$ cat src/design/mst_pkg.sv
// mst_pkg: widths, item and step types, and helpers shared by the
// micropolygon sample test blocks. No dependencies.
`default_nettype none

package mst_pkg;

    localparam int CW   = 24;            // coordinate width, 8 fraction bits
    localparam int DW   = CW + 1;        // coordinate difference
    localparam int MA   = CW + 3;        // multiplier a operand
    localparam int PW   = MA + DW;       // one product
    localparam int SW   = PW + 1;        // sum or difference of two products
    localparam int NW   = 2 * CW + 3;    // plane normal component
    localparam int LW   = CW + 2;        // low limb of a normal component
    localparam int NUMW = 3 * CW + 5;    // depth numerator
    localparam int RW   = NW + 1;        // divider partial remainder
    localparam int CNTW = $clog2(CW + 1);
    localparam int QD   = 2;             // queue depth
    localparam int QPW  = $clog2(QD);
    localparam int QCW  = $clog2(QD + 1);

    typedef enum logic [1:0] {
        K_LOAD,
        K_SETUP,
        K_SAMPLE,
        K_SAMPLE_NL
    } kind_t;

    typedef struct packed {
        kind_t                kind;
        logic [1:0]           idx;
        logic signed [CW-1:0] x;
        logic signed [CW-1:0] y;
        logic signed [CW-1:0] z;
    } item_t;

    typedef enum logic [3:0] {
        S_ORD, S_NX, S_NY, S_NZ,
        S_E0, S_E1, S_E2, S_E3,
        S_NHI, S_NLO
    } step_t;

    typedef enum logic [2:0] {
        B_IDLE, B_RUN, B_DRAIN, B_EVAL, B_DIVGO, B_DIV, B_DONE
    } bstate_t;

    typedef enum logic [1:0] {
        D_IDLE, D_ABS, D_CHK, D_ITER
    } dstate_t;

    // request to the dual multiplier
    typedef struct packed {
        logic                 valid;
        step_t                step;
        logic                 sub;
        logic signed [MA-1:0] a1;
        logic signed [DW-1:0] b1;
        logic signed [MA-1:0] a2;
        logic signed [DW-1:0] b2;
    } mreq_t;

    typedef struct packed {
        logic                 valid;
        step_t                step;
        logic signed [SW-1:0] s;
    } mres_t;

    typedef struct packed {
        logic          done;
        logic          ovf;
        logic          neg;
        logic [CW-1:0] mag;
    } dres_t;

    function automatic logic signed [DW-1:0] diff(input logic signed [CW-1:0] a,
                                                  input logic signed [CW-1:0] b);
        diff = DW'(a) - DW'(b);
    endfunction

endpackage

`default_nettype wire

$ cat src/design/mst_mul2.sv
// mst_mul2: two signed multipliers with registered products, and their
// sum or difference. Depends on mst_pkg.
`default_nettype none

module mst_mul2
    import mst_pkg::*;
(
    input  wire logic  clk,
    input  wire logic  rst_n,
    input  wire mreq_t req,
    output mres_t      res
);

    logic signed [PW-1:0] p1_reg;
    logic signed [PW-1:0] p2_reg;
    logic                 sub_reg;
    logic                 valid_reg;
    step_t                step_reg;

    always_ff @(posedge clk or negedge rst_n)
    begin
        if (!rst_n)
            valid_reg <= 1'b0;
        else
            valid_reg <= req.valid;
    end

    always_ff @(posedge clk)
    begin
        p1_reg   <= PW'(req.a1) * PW'(req.b1);
        p2_reg   <= PW'(req.a2) * PW'(req.b2);
        sub_reg  <= req.sub;
        step_reg <= req.step;
    end

    assign res.valid = valid_reg;
    assign res.step  = step_reg;
    assign res.s     = sub_reg ? (SW'(p1_reg) - SW'(p2_reg)) : (SW'(p1_reg) + SW'(p2_reg));

endmodule

`default_nettype wire

$ cat config.mk
export PLATFORM = sky130hd
export DESIGN_NAME = mst_mul2
export DESIGN_NICKNAME = d
export VERILOG_FILES = /design/src/design/mst_pkg.sv /design/src/design/mst_mul2.sv
export SDC_FILE = /design/constraint.sdc
export NUM_CORES = 2
export LEC_CHECK = 0
export ABC_AREA = 1
export BUFFER_PORTS_ARGS = -buffer_cell sky130_fd_sc_hd__buf_2
export CAP_MARGIN = 10
export CORE_MARGIN = 1.5
export CORE_UTILIZATION = 26
export DETAILED_ROUTE_END_ITERATION = 16
export PLACE_DENSITY = 0.41
export RECOVER_POWER = 100
export SYNTH_ARGS = -nofsm -noshare
export SYNTH_HDL_FRONTEND = slang
export SYNTH_SLANG_ARGS = --single-unit
export TNS_END_PERCENT = 50
$ cat constraint.sdc
create_clock -name clk -period 6.15 [get_ports clk]
set_input_delay 1.23 -clock clk [delete_from_list [all_inputs] [get_ports clk]]
set_output_delay 1.23 -clock clk [all_outputs]
set_load 0.05 [all_outputs]
==> metrics.md <==
| Metric | Value |
|---|---|
| Drc violations | 0 |
| Num rows | 176 |
| Post-Syn Area | 60100 um^2 |
| Post-CTS Hold Buffers | 0 |
| Grt total ovfl | 0 |
| Cts bufs inserted | 9 |
| Reg area | 2210 um^2 |
| Multi-input combinational cell area | 52100 um^2 |
| Syn Nets | 9911 |
| Largest net degree at the start of global routing | 37 |
| Failing checks | setup timing |
| Synth warnings | 0 |
| Reg clk slew, reported paths | 0.11 ns |
| Initial antenna violation count | 5 |
| CTS tree | built |
| Setup-failing EPs final | 80 |
| Port Buf Inserts | 169 |
| CP required | 6.47 ns |
| Async set or reset register ratio after synthesis | 0.909% |
| Top FF cell, synth | dfxtp_1 |
| Crit Path Category | in2reg |
| Initial DRC Count | 2659 |
| Fin. max-slew vios | 0 |
| Drt wl/cell | 18.1 um |
| # fillers | 24700 |
| Vias in the first global route | 55300 |
| Share of layout cells above drive strength 1 | 22.6% |
| Largest family of logic cells by synthesized area | adder cells |
| Fin. Hold Viols | 0 |
| Slew of the pin with the lowest slew margin | 0.950 ns |
| XOR/XNOR Fraction of Synth Area | 2.32% |
| Core area | 230000 um^2 |
| DPL Wire Length | 190000 um |
| Final core occ | 33.9% |
| Most common cell after layout, fill and taps aside | inv_1 |
| Compound-Gate Fraction of Synth Area | 3.67% |
| Synth unique cells | 45 |
| Status | finished with violations |
| Clock sinks | 110 |
| DRT antenna net count | 0 |
| Io pins | 170 |
| Slew HR | 36.0% |
| Critical path launch point type | input pin |
| CP Launch Point | req[103] |
| Post-Synth Simple-Gate Area | 19.3% |
| Number of max-cap violations | 0 |
| Post-synth EDFFs | 0 |
| Worst Hold Class | in2async |
| Fmax achieved | 151 MHz |
| Die area | 234000 um^2 |
| Maximum fanout along the worst path | 7 |
| Clock Tree Root | clkbuf_16 |
| Via-to-Cell Ratio | 4.29 |
| Final min period | 6.64 ns |
| Post-Synth Adder-Cell Area | 54.1% |
| Setup ws final | -0.486 ns |
| Worst Setup End Kind | flip-flop |
| Syn Area/Cell | 7.47 um^2 |
| Via count | 50800 |
| Sequential share of the synthesized area | 3.67% |
| Synthesized flop and latch total | 110 |
| Area Overhead vs Synth | 29.6% |
| Fin nets | 10700 |
| Syn Inst Count | 8047 |
| Mux share of post-synthesis cell area | 0% |
| Overall Global Routing Usage | 18.2% |
| RD Place Congestion | 0.901 |
| Fin crit share | 108% |
| CP Data Arrival Time | 6.95 ns |
| WL final | 214000 um |
| Unrepaired setup endpoints after global routing | yes |
| Clock buffer depth | 2 |
| Die Span Y | 484 um |
| First-pass GRT wire length | 331000 um |
| H-tree depth | 3 |
| Most frequent cells in the layout | inv_1, nand2_1, fa_1, buf_4, nor2_1 |
| Die width | 484 um |
| Starting density of the core | 26.1% |
| First-pass DRT Iterations | 5 |
critical path: stages:
cell	delay (ns)
buf_12	0.12
buf_12	0.14
nand2_4	0.06
inv_2	0.04
fa_2	0.50
fa_2	0.61
inv_4	0.05
fa_1	0.55
clkinvlp_4	0.15
buf_6	0.15
fa_1	0.44
fa_1	0.54
fa_1	0.46
fa_2	0.62
ha_4	0.23
buf_6	0.13
inv_6	0.06
o21ai_4	0.06
a21oi_2	0.20
nand2_2	0.09
buf_4	0.15
a21oi_2	0.12
nand3_2	0.10
nand3_2	0.07
nand2_1	0.06
worst max path at each step:
stage                         endpoint  slack (ns)
global route        p1_reg[44]$_DFF_P_       -0.72
global placement    p1_reg[43]$_DFF_P_       -1.32
detailed placement  p1_reg[43]$_DFF_P_       -1.33
floorplan           p1_reg[51]$_DFF_P_       -0.76
finish              p1_reg[51]$_DFF_P_       -0.49
CTS                 p1_reg[47]$_DFF_P_       -0.53
stage by stage:
step                setup TNS (ns)  setup slack (ns)  hold WS, ns  std cells  instance area [um^2]
floorplan                   -21.37            -0.760        0.934       8047                 63200
global placement            -84.41             -1.32         1.00      11700                 72000
detailed placement          -85.52             -1.33         1.01      11700                 72000
CTS                         -25.70            -0.534        0.560      11800                 75300
global route                -42.19            -0.720        0.558      11900                 77900
finish                      -24.83            -0.486        0.591      11900                 77900
timing repair:
item | CTS | global route
resized for setup | 632 | 551
setup endpoints to repair | 80 | 82
pin swaps | 261 | 294
hold endpoints to repair | 0 | 0
gates cloned | 3 | 15
buffers inserted | 64 | 57
logic make-up (layout without fill, tap and decap cells):
group | after synthesis | in the layout
AND/OR/NAND/NOR | 2917 | 2917
buffers and inverters | 2706 | 3483
flip-flops | 110 | 110
AO/OA/AOI/OAI | 404 | 404
adder cells (fa/ha/maj) | 1752 | 1752
other | 0 | 1
XOR/XNOR | 158 | 158
final cells by class:
cell class	instances	area share, %
diodes	1	0.00321
clock buffers	9	0.289
clock inverters	7	0.0932
inverters	2388	11.6
multi-input cells	5231	66.9
flip-flops and latches	110	2.83
well taps	3026	4.86
repair buffers	1079	13.5
layer usage:
layer	routed length [um]	global-route usage, %
met5	0	0
met4	2770	1.99
met3	7500	1.09
met2	98500	30.3
met1	105000	26.7
cell usage after synthesis (4+ instances only):
master       n  area [um^2]
inv_1     2385         8950
nand2_1   2193         8230
fa_1      1409        28200
nor2_1     403         1510
ha_1       343         4290
clkbuf_1   310         1160
a21oi_1    209         1050
nand3_1    166          831
o21ai_0    118          591
dfxtp_1    109         2180
xor2_1     108          946
nand4_1     63          394
xnor2_1     49          429
o21bai_1    41          308
nor3_1      20          100
nand2_2     13         81.3
nor2_2      13         81.3
or2_2       12         75.1
a21o_1       9         67.6
a21oi_2      8         70.1
and2_1       7         43.8
nand3_2      6         60.1
o21ai_1      6         30.0
a21boi_0     5         37.5
nor3_2       5         50.1
a31oi_1      4         25.0
buf_1        4         15.0
Power is left out: the tool's default activity adds up to more than one toggle a clock period on the data nets, which glitch-free logic cannot reach.
