## src/design/mst_pkg.sv

```systemverilog
// mst_pkg: widths, item and step types, and helpers shared by the
// micropolygon sample test blocks. No dependencies.
`default_nettype none

package mst_pkg;

    localparam int CW   = 24;            // coordinate width, 8 fraction bits
    localparam int DW   = CW + 1;        // coordinate difference
    localparam int MA   = CW + 3;        // multiplier a operand
    localparam int PW   = MA + DW;       // one product
    localparam int SW   = PW + 1;        // sum or difference of two products
    localparam int NW   = 2 * CW + 3;    // plane normal component
    localparam int LW   = CW + 2;        // low limb of a normal component
    localparam int NUMW = 3 * CW + 5;    // depth numerator
    localparam int RW   = NW + 1;        // divider partial remainder
    localparam int CNTW = $clog2(CW + 1);
    localparam int QD   = 2;             // queue depth
    localparam int QPW  = $clog2(QD);
    localparam int QCW  = $clog2(QD + 1);

    typedef enum logic [1:0] {
        K_LOAD,
        K_SETUP,
        K_SAMPLE,
        K_SAMPLE_NL
    } kind_t;

    typedef struct packed {
        kind_t                kind;
        logic [1:0]           idx;
        logic signed [CW-1:0] x;
        logic signed [CW-1:0] y;
        logic signed [CW-1:0] z;
    } item_t;

    typedef enum logic [3:0] {
        S_ORD, S_NX, S_NY, S_NZ,
        S_E0, S_E1, S_E2, S_E3,
        S_NHI, S_NLO
    } step_t;

    typedef enum logic [2:0] {
        B_IDLE, B_RUN, B_DRAIN, B_EVAL, B_DIVGO, B_DIV, B_DONE
    } bstate_t;

    typedef enum logic [1:0] {
        D_IDLE, D_ABS, D_CHK, D_ITER
    } dstate_t;

    // request to the dual multiplier
    typedef struct packed {
        logic                 valid;
        step_t                step;
        logic                 sub;
        logic signed [MA-1:0] a1;
        logic signed [DW-1:0] b1;
        logic signed [MA-1:0] a2;
        logic signed [DW-1:0] b2;
    } mreq_t;

    typedef struct packed {
        logic                 valid;
        step_t                step;
        logic signed [SW-1:0] s;
    } mres_t;

    typedef struct packed {
        logic          done;
        logic          ovf;
        logic          neg;
        logic [CW-1:0] mag;
    } dres_t;

    function automatic logic signed [DW-1:0] diff(input logic signed [CW-1:0] a,
                                                  input logic signed [CW-1:0] b);
        diff = DW'(a) - DW'(b);
    endfunction

endpackage

`default_nettype wire

```

## src/design/mst_div.sv

```systemverilog
// mst_div: signed quotient of the depth numerator by normal z, truncated
// toward zero, one quotient bit a cycle, with early overflow detect.
// Depends on mst_pkg.
`default_nettype none

module mst_div
    import mst_pkg::*;
(
    input  wire logic                   clk,
    input  wire logic                   rst_n,
    input  wire logic                   start,
    input  wire logic signed [NUMW-1:0] num,
    input  wire logic signed [NW-1:0]   den,
    output dres_t                       res
);

    dstate_t          st_reg;
    dstate_t          st_next;
    logic [NUMW-1:0]  nabs_reg;
    logic [NW-1:0]    dabs_reg;
    logic             neg_reg;
    logic             ovf_reg;
    logic [RW-1:0]    rem_reg;
    logic [CW-1:0]    low_reg;
    logic [CNTW-1:0]  cnt_reg;
    logic             done_reg;
    logic             done_next;
    logic [RW-1:0]    sh;
    logic             big;

    assign sh  = {rem_reg[RW-2:0], low_reg[CW-1]};
    assign big = (nabs_reg[NUMW-1:CW] >= (NUMW-CW)'(dabs_reg));

    always_comb
    begin
        st_next   = st_reg;
        done_next = 1'b0;
        unique case (st_reg)
            D_IDLE: if (start) st_next = D_ABS;
            D_ABS:  st_next = D_CHK;
            D_CHK:
            begin
                if (big)
                begin
                    st_next   = D_IDLE;
                    done_next = 1'b1;
                end
                else
                    st_next = D_ITER;
            end
            D_ITER:
            begin
                if (cnt_reg == CNTW'(CW - 1))
                begin
                    st_next   = D_IDLE;
                    done_next = 1'b1;
                end
            end
            default: st_next = D_IDLE;
        endcase
    end

    always_ff @(posedge clk or negedge rst_n)
    begin
        if (!rst_n)
        begin
            st_reg   <= D_IDLE;
            done_reg <= 1'b0;
        end
        else
        begin
            st_reg   <= st_next;
            done_reg <= done_next;
        end
    end

    always_ff @(posedge clk)
    begin
        case (st_reg)
            D_IDLE:
            begin
                if (start)
                begin
                    nabs_reg <= num[NUMW-1] ? NUMW'(-num) : NUMW'(num);
                    dabs_reg <= den[NW-1] ? NW'(-den) : NW'(den);
                    neg_reg  <= num[NUMW-1] ^ den[NW-1];
                end
            end
            D_ABS:
            begin
                rem_reg <= nabs_reg[CW+RW-1:CW];
                low_reg <= nabs_reg[CW-1:0];
                cnt_reg <= '0;
            end
            D_CHK:
                ovf_reg <= big;
            D_ITER:
            begin
                if (sh >= {1'b0, dabs_reg})
                begin
                    rem_reg <= sh - {1'b0, dabs_reg};
                    low_reg <= {low_reg[CW-2:0], 1'b1};
                end
                else
                begin
                    rem_reg <= sh;
                    low_reg <= {low_reg[CW-2:0], 1'b0};
                end
                cnt_reg <= cnt_reg + CNTW'(1);
            end
            default: ;
        endcase
    end

    assign res.done = done_reg;
    assign res.ovf  = ovf_reg;
    assign res.neg  = neg_reg;
    assign res.mag  = low_reg;

endmodule

`default_nettype wire

```

## config.mk

```make
export PLATFORM = sky130hd
export DESIGN_NAME = mst_div
export DESIGN_NICKNAME = d
export VERILOG_FILES = /design/src/design/mst_pkg.sv /design/src/design/mst_div.sv
export SDC_FILE = /design/constraint.sdc
export NUM_CORES = 1
export LEC_CHECK = 0
export BUFFER_PORTS_ARGS = -buffer_cell sky130_fd_sc_hd__buf_4
export CAP_MARGIN = 0
export CORE_MARGIN = 2
export CORE_UTILIZATION = 27
export CTS_BUF_LIST = sky130_fd_sc_hd__clkbuf_4
export CTS_CLUSTER_SIZE = 28
export DETAILED_ROUTE_END_ITERATION = 6
export PLACE_DENSITY = 0.52
export SYNTH_ARGS = -nofsm -noshare
export SYNTH_HDL_FRONTEND = slang
export SYNTH_SLANG_ARGS = --single-unit
export TNS_END_PERCENT = 50
```

## constraint.sdc

```tcl
create_clock -name clk -period 22.4 [get_ports clk]
set_clock_uncertainty 0.2 [all_clocks]
set_input_delay 1.12 -clock clk [delete_from_list [all_inputs] [get_ports clk]]
set_output_delay 1.12 -clock clk [all_outputs]
set_load 0.005 [all_outputs]
```

==> summary.md <==
| Metric | Value |
|---|---|
| Outcome | completed |
| Synth top area share | 0.428 |
| Placed insts | 2331 |
| Crit path DAT | 5410 ps |
| Post-CTS Resized | 0 |
| Crit start category | input port |
| Crit. End Element | flop |
| Max FO, Critical Path | 5 |
| Power Dens Cells | 122 mW/mm^2 |
| Cts bufs inserted | 67 |
| Yosys warns | 0 |
| Post-synthesis cell type count | 58 |
| Synthesized area | about 0.015 mm^2 |
| Clk Latency, worst-skew pair | 790 ps |
| Global-route usage over all layers | 0.150 |
| Cell with the most instances after synthesis | edfxtp_1 |
| Core footprint | approximately 0.054 mm^2 |
| Gate Count Post-Synth | 1540 |
| Ys async rst share | 0.0141 |
| Max Slew Vio Count | 0 |
| Max frequency | roughly 0.20 GHz |
| Post-layout min period | 5090 ps |
| CP required | approximately 23000 ps |
| IO Pins | 158 |
| Flip-flop count of the largest register after layout | 77 |
| Layout Utilization | 0.323 |
| Fin crit share | 0.227 |
| CTS H-tree lvls | 3 |
| Width of the die | 238 um |
| Cell internal pwr | between 0.001 and 0.0015 W |
| CTS tree | done |
| Logic pwr share | 0.497 |
| Hold WS | ~310 ps |
| Row cnt | 85 |
| Drt total wl | ~43000 um |
| Fill count | 5591 |
| Via count | 12000 |
| Post-route ant nets | 0 |
| Lkg Pwr | 6.79 nW |
| Critical path class | input port to flop |
| Initial Util | 0.274 |
| Net Sw Frac | 0.426 |
| Seq/Total Area, Yosys | 0.433 |
| Seq pwr share | 0.330 |
| DRT Pass-1 Iters | 5 |
| # port buffers | 157 |
| Peak VDD IR | 43.7 uV |
| Unrepaired setup endpoints after global routing | false |
| Drc violations | 0 |
| Avg Inst Size Synth | 9.56 um^2 |
| Final setup fails | 0 |
| Post-DR vias/cell | 4.90 |
| Setup bufs post-CTS | 0 |
| Share of power burned in the clock network | 0.173 |
| Cell taking the most area after synthesis | edfxtp_1 |
| Switching power | 0.000905 W |
| First-iteration detailed-routing DRC count | 686 |
| Vias in the first global route | 12100 |
| Max-slew headroom | 0.346 |
| Worst-Margin Slew | 981 ps |
| Layout cells sized above 1 | 0.163 |
| Max Cap Violations | 0 |
| Post-DP HPWL | around 33000 um |
| Total chip power | 0.00212 W |
| Main synth FF type | edfxtp_1 |
| Final layout net count | 1942 |
| Syn_nets | 1777 |
| CTS Sinks | about 210 |
| Number of flops mapped to enable cells by yosys | 210 |
| Largest net degree at the start of global routing | 76 |
| CTS clk-pin slew, worst paths | 70 ps |
| Root buf cell | clkbuf_4 |
| Yosys reg bits | around 210 |
| Synth cell count leaders | 210 x edfxtp_1, 209 x nand2_1, 145 x xnor2_1 |
| RePlAce Congestion | 0.837 |
| Hold WC Path Type | flop to flop |
| Die height | 238 um |
| Top cells by area, synth | edfxtp_1 43%, ha_1 8.9%, xnor2_1 8.6% |
| Hold-fix buffer count after cts | 1 |
| Final-report hold violation count | 0 |
| Layout area overhead | 18.0% |
| Fin Setup TNS | 0 ps |
| Max clock buf depth | 3 |
| Area of the die | 0.0564 mm^2 |
| Fin cells | 2446 |
| Antenna violations before repair | 3 |
| First-pass GRT wire length | 66000 um |
| Gr ovfl total | 0 |
| Average wire per standard cell | 17.4 um |
[cell families (layout without fill, tap and decap cells)]
family                     count (synthesis)  in the layout  synth area share
adders and majority gates                106            106            0.0906
buffers and inverters                    139            344            0.0363
and+or+nand+nor                          489            489             0.158
other                                      0              5                 0
xor gates and xnor gates                 171            171             0.102
DFF                                      213            213             0.433
AOI/OAI and AO/OA                        406            406             0.169
muxes                                     16             16            0.0110
[power by group through the flow]
stage               Combinational (W)  Clock, W  Sequential (W)
global placement              0.00105         0        0.000707
floorplan                    0.000784         0        0.000692
detailed placement            0.00105         0        0.000708
global route                  0.00119  0.000402        0.000717
CTS                           0.00106  0.000383        0.000703
finish                        0.00106  0.000368        0.000701
[critical path, stage by stage]
cell      delay (ps)
buf_4            120
nor4_1           780
nand4b_1         370
or2_1            340
nor3_1           500
nand3_1          400
or3_1            510
nor4_1           350
buf_4            240
nand4_1          220
o31ai_1          360
xnor2_1          100
[layer usage]
metal / up-vias / share of wire / global-route usage
li1: 5989 / - / -
met1: 5640 / 0.45 / 0.192
met2: 282 / 0.47 / 0.250
met3: 85 / 0.047 / 0.0309
met4: 0 / 0.029 / 0.0572
met5: - / 0 / 0
[cells in the final DEF, fill, tap and decap left out, types with 25 or more instances in the layout]
| cell type | Yosys | layout |
|---|---|---|
| a21oi_1 | 113 | 113 |
| o21ai_0 | 126 | 126 |
| nor2_1 | 94 | 94 |
| nand4_1 | 28 | 28 |
| nand3_1 | 25 | 25 |
| ha_1 | 105 | 105 |
| clkbuf_4 | 0 | 90 |
| inv_1 | 68 | 68 |
| buf_4 | 3 | 166 |
| xnor2_1 | 145 | 145 |
| a21o_1 | 44 | 44 |
| nand2_1 | 209 | 208 |
| xor2_1 | 26 | 26 |
| o31ai_1 | 39 | 39 |
| edfxtp_1 | 210 | 210 |
[per-stage QoR]
step / setup slack, ps / cell area, um^2
final: 17310 / 17400
after global routing: 17080 / 17400
after CTS: 17430 / 17400
after detailed placement: 16590 / 16600
after global placement: 16600 / 16600
after floorplan: 11000 / 14700
[path summary, 6_finish.rpt]
| kind | from | end | slack, ps | cells past startpoint |
|---|---|---|---|---|
| setup reg to reg | dabs_reg[1] | rem_reg[45] | 18100 | 12 |
| setup / recovery | num[4] | nabs_reg[73] | 17310 | 12 |
| hold reg to reg | nabs_reg[18] | low_reg[18] | 310 | 2 |
| min in group asynchronous | rst_n | st_reg[0] | 470 | 2 |
| hold / removal | nabs_reg[18] | low_reg[18] | 310 | 2 |
| max in group asynchronous | rst_n | st_reg[0] | 21420 | 2 |
[final cells by class]
cell class / instances / area (um^2) / area share
clock buffers: 90 / 676 / 0.0389
diodes: 5 / 12.5 / 0.000720
well taps: 696 / 871 / 0.0501
repair buffers: 167 / 1260 / 0.0723
multi-input cells: 1188 / 7830 / 0.451
clock inverters: 19 / 82.6 / 0.00475
inverters: 68 / 255 / 0.0147
flip-flops and latches: 213 / 6380 / 0.368
Note: power is estimated with default switching activity, not from simulation.
